==> config.mk <==
export PLATFORM = sky130hd
export DESIGN_NAME = short_run_stroke_marker
export DESIGN_NICKNAME = d
export VERILOG_FILES = /design/src/hw/rtl/srsm_pkg.sv /design/src/hw/rtl/short_run_stroke_marker.sv
export SDC_FILE = /design/constraint.sdc
export NUM_CORES = 1
export LEC_CHECK = 0
export BUFFER_PORTS_ARGS = -buffer_cell sky130_fd_sc_hd__buf_2
export CAP_MARGIN = 10
export CORE_ASPECT_RATIO = 2
export CORE_UTILIZATION = 45
export CTS_BUF_LIST = sky130_fd_sc_hd__clkbuf_4 sky130_fd_sc_hd__clkbuf_8
export DETAILED_ROUTE_END_ITERATION = 10
export PLACE_DENSITY = 0.7
export SLEW_MARGIN = 20
export SYNTH_ARGS = -nofsm -noshare
export SYNTH_HDL_FRONTEND = slang
export SYNTH_SLANG_ARGS = --single-unit
==> constraint.sdc <==
create_clock -name i_clk -period 6.01 [get_ports i_clk]
set_clock_uncertainty 0.1 [all_clocks]
set_input_delay 0 -clock i_clk [delete_from_list [all_inputs] [get_ports i_clk]]
set_output_delay 0 -clock i_clk [all_outputs]
set_load 0.1 [all_outputs]
==> src/hw/rtl/srsm_pkg.sv <==
package srsm_pkg;

    localparam int MAX_RUN    = 2;
    localparam int COORD_W    = 10;
    localparam int CHAN_W     = 8;
    localparam int CNT_W      = $clog2(MAX_RUN + 1);
    localparam int RUN_IW     = (MAX_RUN > 1) ? $clog2(MAX_RUN) : 1;
    localparam int FIFO_DEPTH = 2 ** $clog2(2 * MAX_RUN);
    localparam int FIFO_AW    = $clog2(FIFO_DEPTH);
    localparam int FILL_W     = $clog2(FIFO_DEPTH + 1);

    localparam logic [CHAN_W-1:0] THRESH_RESET = 8'd30;

    typedef logic [COORD_W-1:0] t_coord;
    typedef logic [CHAN_W-1:0]  t_chan;

    typedef struct packed {
        t_coord y;
        t_coord x;
    } t_pos;

endpackage

==> src/hw/rtl/short_run_stroke_marker.sv <==
// Short run stroke marker. Takes one RGB pixel per cycle in scan order while
// o_stall is low and finds runs of at most MAX_RUN pixels that start at a
// colour edge and end at the next edge; such a run's coordinates come out one
// mark per cycle while i_stall is low, the final mark of a burst flagged by
// o_last_mark. Colour compare, run tracking and the write of the marks into
// a FIFO_DEPTH-entry mark queue all happen in the cycle a pixel is taken, so
// pixels enter back to back at one per cycle while o_stall is low. The queue
// drains at one mark per cycle while i_stall is low; o_stall is high while
// the queue has fewer than MAX_RUN free entries, which only happens when the
// output side stalls or marks come in bursts. Line start pixels only load the
// previous colour; the run itself carries across line starts.
module short_run_stroke_marker (
    input  logic                       i_clk,
    input  logic                       i_rst_n,
    input  logic                       i_cfg_we,
    input  logic [srsm_pkg::CHAN_W-1:0] i_cfg_data,
    input  logic                       i_valid,
    output logic                       o_stall,
    input  logic                       i_line_start,
    input  logic [srsm_pkg::CHAN_W-1:0] i_red,
    input  logic [srsm_pkg::CHAN_W-1:0] i_green,
    input  logic [srsm_pkg::CHAN_W-1:0] i_blue,
    input  logic [srsm_pkg::COORD_W-1:0] i_pixel_x,
    input  logic [srsm_pkg::COORD_W-1:0] i_pixel_y,
    output logic                       o_valid,
    input  logic                       i_stall,
    output logic [srsm_pkg::COORD_W-1:0] o_mark_x,
    output logic [srsm_pkg::COORD_W-1:0] o_mark_y,
    output logic                       o_last_mark
);
    import srsm_pkg::*;

    function automatic logic chan_over(input t_chan a, input t_chan b, input t_chan t);
        t_chan g;
        g = (a > b) ? (a - b) : (b - a);
        return g > t;
    endfunction

    t_chan               r_thresh;
    t_chan               r_prev_r, n_prev_r;
    t_chan               r_prev_g, n_prev_g;
    t_chan               r_prev_b, n_prev_b;
    logic                r_run_active, n_run_active;
    logic [CNT_W-1:0]    r_run_count, n_run_count;
    t_pos                r_run_pos [MAX_RUN];

    t_coord              r_fifo_x    [FIFO_DEPTH];
    t_coord              r_fifo_y    [FIFO_DEPTH];
    logic                r_fifo_last [FIFO_DEPTH];
    logic [FIFO_AW-1:0]  r_wr_ptr, n_wr_ptr;
    logic [FIFO_AW-1:0]  r_rd_ptr, n_rd_ptr;
    logic [FILL_W-1:0]   r_fill, n_fill;

    logic                accept;
    logic                pop;
    logic                differ;
    logic [FILL_W-1:0]   push_n;
    logic [MAX_RUN-1:0]  lane_we;
    logic [MAX_RUN-1:0]  lane_last;
    logic                pos_we;
    logic [RUN_IW-1:0]   pos_idx;

    assign o_stall  = r_fill > FILL_W'(FIFO_DEPTH - MAX_RUN);
    assign o_valid  = r_fill != '0;
    assign accept   = i_valid && !o_stall;
    assign pop      = o_valid && !i_stall;

    assign o_mark_x    = r_fifo_x[r_rd_ptr];
    assign o_mark_y    = r_fifo_y[r_rd_ptr];
    assign o_last_mark = r_fifo_last[r_rd_ptr];

    assign differ = chan_over(r_prev_r, i_red,   r_thresh) ||
                    chan_over(r_prev_g, i_green, r_thresh) ||
                    chan_over(r_prev_b, i_blue,  r_thresh);

    always_comb begin
        n_prev_r     = r_prev_r;
        n_prev_g     = r_prev_g;
        n_prev_b     = r_prev_b;
        n_run_active = r_run_active;
        n_run_count  = r_run_count;
        push_n       = '0;
        lane_we      = '0;
        pos_we       = 1'b0;
        pos_idx      = '0;
        for (int j = 0; j < MAX_RUN; j++) begin
            lane_last[j] = (CNT_W'(j + 1) == r_run_count);
        end
        if (accept) begin
            n_prev_r = i_red;
            n_prev_g = i_green;
            n_prev_b = i_blue;
            if (!i_line_start) begin
                if (differ) begin
                    if (r_run_active) begin
                        for (int j = 0; j < MAX_RUN; j++) begin
                            lane_we[j] = CNT_W'(j) < r_run_count;
                        end
                        push_n = FILL_W'(r_run_count);
                    end
                    n_run_count  = CNT_W'(1);
                    n_run_active = 1'b1;
                    pos_we       = 1'b1;
                    pos_idx      = '0;
                end else if (r_run_active) begin
                    if (r_run_count == CNT_W'(MAX_RUN)) begin
                        // drop a run that grew too long
                        n_run_active = 1'b0;
                        n_run_count  = '0;
                    end else begin
                        n_run_count = r_run_count + CNT_W'(1);
                        pos_we      = 1'b1;
                        pos_idx     = r_run_count[RUN_IW-1:0];
                    end
                end
            end
        end
        n_fill   = r_fill + push_n - FILL_W'(pop);
        n_wr_ptr = r_wr_ptr + push_n[FIFO_AW-1:0];
        n_rd_ptr = r_rd_ptr + FIFO_AW'(pop);
    end

    always_ff @(posedge i_clk) begin
        if (!i_rst_n) begin
            r_thresh     <= THRESH_RESET;
            r_prev_r     <= '0;
            r_prev_g     <= '0;
            r_prev_b     <= '0;
            r_run_active <= 1'b0;
            r_run_count  <= '0;
            r_wr_ptr     <= '0;
            r_rd_ptr     <= '0;
            r_fill       <= '0;
        end else begin
            if (i_cfg_we) begin
                r_thresh <= i_cfg_data;
            end
            r_prev_r     <= n_prev_r;
            r_prev_g     <= n_prev_g;
            r_prev_b     <= n_prev_b;
            r_run_active <= n_run_active;
            r_run_count  <= n_run_count;
            r_wr_ptr     <= n_wr_ptr;
            r_rd_ptr     <= n_rd_ptr;
            r_fill       <= n_fill;
        end
    end

    always_ff @(posedge i_clk) begin
        if (pos_we) begin
            r_run_pos[pos_idx] <= '{y: i_pixel_y, x: i_pixel_x};
        end
        for (int j = 0; j < MAX_RUN; j++) begin
            if (lane_we[j]) begin
                r_fifo_x[r_wr_ptr + FIFO_AW'(j)]    <= r_run_pos[j].x;
                r_fifo_y[r_wr_ptr + FIFO_AW'(j)]    <= r_run_pos[j].y;
                r_fifo_last[r_wr_ptr + FIFO_AW'(j)] <= lane_last[j];
            end
        end
    end

endmodule

After elaboration in Yosys (flattened, before gate mapping)
Memory sizes are Yosys's and may differ from the RTL's. A register that Yosys moved wholly into a read port is not among the register bits.
Index checks and enable logic that the tools add are counted.

cells by class
  add/subtract/negate cells = 12
  magnitude comparators = 9
  eq/ne operators = 3
  muxes and demuxes = 33
  bitwise operators = 1
  reduce and logical (&&, ||, !) cells = 10

operators with widths
  kind                   count
  $gt A8 B8 Y1           6
  $sub A8 B8 Y8          6
  $mux W2                14
  $mux W8                3
  $mux W1                16
  $add A2 B1 Y2 const B  2
  $lt A1 B2 Y1 const A   2
  $add A3 B3 Y3          1
  $gt A3 B2 Y1 const B   1
  $reduce_and A3 Y1      1
  $reduce_bool A3 Y1     1
  $sub A3 B1 Y3          1
  $add A2 B1 Y2          1
  $add A2 B2 Y2          1
  $eq A1 B2 Y1 const A   1
  $eq A2 B2 Y1 const A   1
  $eq A2 B2 Y1 const B   1
  $logic_and A1 B1 Y1    2
  $logic_not A1 Y1       2
  $logic_or A1 B1 Y1     2
  $reduce_and A2 Y1      1
  $reduce_bool A2 Y1     1
  $not A1 Y1             1

storage, ports and cells
  flip-flop bits (word level) = 42
  RAM bits = 124
  input bits = 58
  word-level logic and storage cells = 81
  memories = 4

memories
  memory       words  bits a word  read ports  clocked after Yosys merged registers in  write ports  line                           source
  r_fifo_x     4      10           1           1                                        2            short_run_stroke_marker.sv:47  t_coord r_fifo_x [FIFO_DEPTH];
  r_fifo_y     4      10           1           1                                        2            short_run_stroke_marker.sv:48  t_coord r_fifo_y [FIFO_DEPTH];
  r_run_pos    2      20           2           0                                        1            short_run_stroke_marker.sv:45  t_pos r_run_pos [MAX_RUN];
  r_fifo_last  4      1            1           1                                        2            short_run_stroke_marker.sv:49  logic r_fifo_last [FIFO_DEPTH];

Depth between registers and ports, before layout
  depth after elaboration = 10
  depth in mapped cells = 26
  gate-level depth less buffers = 24

Worst setup path after synthesis
No wires, ideal clock.

  path kind = register to register
  start point = register r_prev_b[0]
  end point = memory r_fifo_last[3] (enable)
  setup time = 0.430 ns
  data arrival time = 4.648 ns
  slack = 0.832 ns
  cell stages (with the launch flop) = 20
  buffers on the path = 1
  clock period less this slack = 5.178 ns
  cell sequence = dfxtp_1 inv_1 ha_1 inv_1 fa_1 a21o_1 a21oi_2 o22ai_1 o22a_1 buf_2 a211oi_1 a21oi_1 xor2_1 ha_1 nand4_1 a21oi_1 o22ai_1 nand3_1 nand3_1 nor3b_1

RTL lines
  item                    line                            source
  from (decl)             short_run_stroke_marker.sv:42   t_chan r_prev_b, n_prev_b;
  from (signal assigned)  short_run_stroke_marker.sv:140  r_prev_b <= n_prev_b;
  to (decl)               short_run_stroke_marker.sv:49

Final worst setup path
  start point = register r_prev_r[0]
  end point = register r_fill[2]

on the way
  longest elaborated chain between the ends = 10

ends and longest elaborated chain
  item                                                  line                            source
  from (decl)                                           short_run_stroke_marker.sv:40   t_chan r_prev_r, n_prev_r;
  from (signal assigned)                                short_run_stroke_marker.sv:138  r_prev_r <= n_prev_r;
  $sub A8 B8 Y8 / $gt A8 B8 Y1 (equally long branches)  short_run_stroke_marker.sv:35   g = (a > b) ? (a - b) : (b - a);
  $mux W8 *                                             short_run_stroke_marker.sv:35
  $gt A8 B8 Y1 *                                        short_run_stroke_marker.sv:36   return g > t;
  $logic_or A1 B1 Y1 *                                  short_run_stroke_marker.sv:72   assign differ = chan_over(r_prev_r, i_red, r_thresh) ||
  $logic_or A1 B1 Y1 *                                  short_run_stroke_marker.sv:73   chan_over(r_prev_g, i_green, r_thresh) ||
  $mux W2 *                                             short_run_stroke_marker.sv:94   if (differ) begin
  $mux W2 *                                             short_run_stroke_marker.sv:93   if (!i_line_start) begin
  $mux W2 *                                             short_run_stroke_marker.sv:89   if (accept) begin
  $add A3 B3 Y3 *                                       short_run_stroke_marker.sv:118  n_fill = r_fill + push_n - FILL_W'(pop);
  $sub A3 B1 Y3 *                                       short_run_stroke_marker.sv:118
  to (signal assigned)                                  short_run_stroke_marker.sv:145  r_fill <= n_fill;
  to (decl)                                             short_run_stroke_marker.sv:52   logic [FILL_W-1:0] r_fill, n_fill;

Mark *: on every way between the ends. The rest lies on a longest branch, timed or not.
A chain may end at the register's enable or synchronous reset.

==> flow_summary.yaml <==
status:
  outcome: "completed"
global_route:
  grt_pass1_vias: 7266
  track_usage: 0.216
  grt_pass1_wl_um: 35500
  antenna_found_initial: 0
  grt_overflow: 0
  grt_start_max_net_pins: 29
route:
  ant_nets: 0
  dr.pass1.iters: 5
  via_count: 6887
  viasPerCell: 5.54
  avgRoutedWirePerCell_um: 18.1
  drt_wl_total_um: 22400
  drcViolationCount: 0
  drt_iter0_markers: 283
clock_network:
  cts_setup_buffers: 0
  clock-sinks: 166
  clockBufferDepth: 2
  numCtsBuffers: 17
  path_clk_slew_ns: 0.09
  clock-root-buffer: "clkbuf_8"
  tritoncts: "built"
  h-tree-depth: 4
  insertion_delay_ns: 0.48
logic_synthesis:
  ys_types: 63
  syn_inst: 815
  synth_largest_area_cell: "edfxtp_1"
  synth-main-ff-cell: "edfxtp_1"
  synth_area_per_cell_um2: 11.7
  synth_enable_flop_cells: 124
  netlist.area_leader.share: 0.391
  netlist_area_um2: 9530
  syn_nets: 954
  synth-seq-area-share: 0.479
  ys_warn_count: 0
  async_flop_share: 0
  ys_seq_elements: 166
  synth_area_leaders: "edfxtp_1 39%, ha_1 9.7%, dfxtp_1 8.8%"
floorplanning:
  start_util: 0.457
  core_region_area_um2: 20800
  dieArea_um2: 21800
  io_pins: 81
  die_w_um: 105
  rows: 75
  die_h_um: 208
critical_path:
  cpMaxStageDelayCell: "o21ai_2"
  startpoint_type: "register"
  r2r-start: "r_prev_r[0]$_SDFFE_PN0P_"
  slowest_delay_ns: 0.46
  critPathCaptureType: "register"
  timing.critical_path.from: "r_prev_r[0]$_SDFFE_PN0P_"
  cpMostUsedCell: "ha_1"
  worstRegToRegCells: 24
  worstPathCellList: "inv_1 -> ha_1 -> inv_1 -> fa_1 -> nand3_1 -> a21oi_1 -> o21ai_2 -> mux2_2 -> a21oi_1 -> xnor2_1 -> ha_1 -> nand2_1 -> o21ai_1 -> mux2i_1 -> a21o_1 -> a31oi_2 -> buf_4 -> nand2_1 -> ha_1 -> inv_1 -> ha_1 -> fa_1 -> xnor2_1 -> nor2_1"
  worstSetupPathType: "register to register"
  arrival_ns: 5.19
  crit_fanout: 12
  cp_data_required_time_ns: 6.27
sta:
  fin_crit_sh: 0.820
  finalSetupTns_ns: 0
  rsz0062_at_grt: "false"
  maxSlewHeadroom: 0.397
  setup_violations: 0
  max_freq_mhz: 203
  period_minus_slack_ns: 4.93
  worst_slew_pin_slew_ns: 0.902
  final_max_slew_viol_count: 0
  hold_viol_final: 0
power:
  vdd_drop_max_mv: 0.190
  p_comb_frac: 0.394
  p_clk_frac: 0.241
  power_frac_seq: 0.365
  p_per_area_nw_per_um2: 329
  p_switching_mw: 1.44
  intPower_mw: 2.30
  swShare: 0.385
  p_leak_nw: 4.33
place:
  place_congestion: 0.839
  hpwl_um: 15300
  port_buffers: 80
finish:
  final_common_cell: "edfxtp_1"
  seqCellArea_um2: 4560
  fin_util: 0.545
  drive_gt1_frac: 0.192
  fillers: 1873
  syn_to_final_growth_pct: 19.1
  num_antenna_cells: 0
  final_cell_mix: "124 x edfxtp_1, 92 x nand2_1, 80 x o2bb2ai_1, 80 x dlygate4sd3_1, 80 x buf_2"
  multi_input_area_um2: 4440
  nets: 1100
run:
  drv_cap: 0
min_path:
  hold_depth: 4
  hold_class: "primary input to register"
  min_from: "i_valid"
[critical path: cells and delay by family (launching register included)]
kind	cells	cell delay (ns)
adder cells (fa/ha/maj)	6	1.69
AO/OA/AOI/OAI	6	1.17
multiplexers	2	0.49
buffers and inverters	4	0.42
AND/OR/NAND/NOR	4	0.35
flip-flops	1	0.33
XOR/XNOR	2	0.27
[cells in the mapped netlist, types with 2 or more instances]
cell type	instances
a211oi_1	4
a21o_1	8
a21oi_1	69
a21oi_2	4
a31oi_1	5
and2_1	5
and3_1	2
buf_1	2
buf_2	6
buf_4	3
buf_6	14
clkbuf_1	20
dfxtp_1	42
edfxtp_1	124
fa_1	7
ha_1	74
inv_1	71
mux2_2	10
mux2i_1	15
mux4_2	21
nand2_1	92
nand2_4	4
nand2b_1	2
nand3_1	6
nand3_4	3
nand4_1	13
nor2_1	16
nor2b_1	6
nor3_1	5
o211ai_1	6
o21a_1	2
o21ai_0	13
o21ai_1	3
o21bai_1	7
o221ai_2	2
o22ai_1	3
o2bb2ai_1	80
or3_1	2
xnor2_1	17
xor2_1	4
[sequential cells by signal, summed over array words and instances (netlist names)]
signal	flops
r_fifo_x	40
r_fifo_y	40
r_run_pos	40
r_prev_b	8
r_prev_g	8
r_prev_r	8
r_thresh	8
r_fifo_last	4
r_fill	3
r_rd_ptr	2
r_run_count	2
r_wr_ptr	2
r_run_active	1
[timing repair]
item                                   CTS  global route
gates resized for setup                  0             0
hold buffers                            80             0
endpoints found under the hold margin   82             0
[final cells by class]
cell class	instances	share of cell area
Sequential cell	166	0.402
Multi-Input combinational cell	532	0.391
Timing Repair Buffer	172	0.114
Tap cell	269	0.0297
Inverter	72	0.0238
Clock buffer	17	0.0206
Clock inverter	15	0.0191
[logic make-up after synthesis]
group	Yosys count	synth area share
flip-flops	166	0.479
buffers and inverters	117	0.0591
AND/OR/NAND/NOR	163	0.0842
AO/OA/AOI/OAI	220	0.168
multiplexers	47	0.0788
XOR/XNOR	21	0.0193
adder cells (fa/ha/maj)	81	0.112
[power by group through the flow]
stage | clock network [mW] | logic, mW | registers [mW]
floorplan | 0 | 1.17 | 1.38
global placement | 0 | 1.40 | 1.39
detailed placement | 0 | 1.43 | 1.39
CTS | 0.918 | 1.49 | 1.36
global route | 0.955 | 1.60 | 1.37
finish | 0.900 | 1.47 | 1.37
[layer usage]
layer,vias up,track usage,wire (um)
met5,-,0,0
met4,0,0.100,627
met3,50,0.0383,931
met2,165,0.454,13700
met1,3345,0.187,7180
li1,3327,-,-
[worst paths after layout]
check | to | slack [ns]
worst max-delay path | r_fill[2]$_SDFF_PN0_ | 1.08
worst max register to register | r_fill[2]$_SDFF_PN0_ | 1.08
worst min register to register | r_prev_b[7]$_SDFFE_PN0P_ | 0.37
worst min-delay path | r_prev_r[1]$_SDFFE_PN0P_ | 0.02
[metrics by stage]
step	cell area [um2]	worst slack (ns)	hold slack [ns]	total power [mW]	cells
2_1_floorplan	9530	0.832	-0.00113	2.55	815
3_3_place_gp	10100	1.21	0.0894	2.79	1131
3_5_place_dp	10100	1.11	0.0922	2.82	1131
4_1_cts	11400	1.07	0.00198	3.77	1243
5_1_grt	11400	0.731	0.0289	3.92	1243
6_report	11400	1.08	0.0225	3.74	1243
Power figures use the tool's default switching activity.
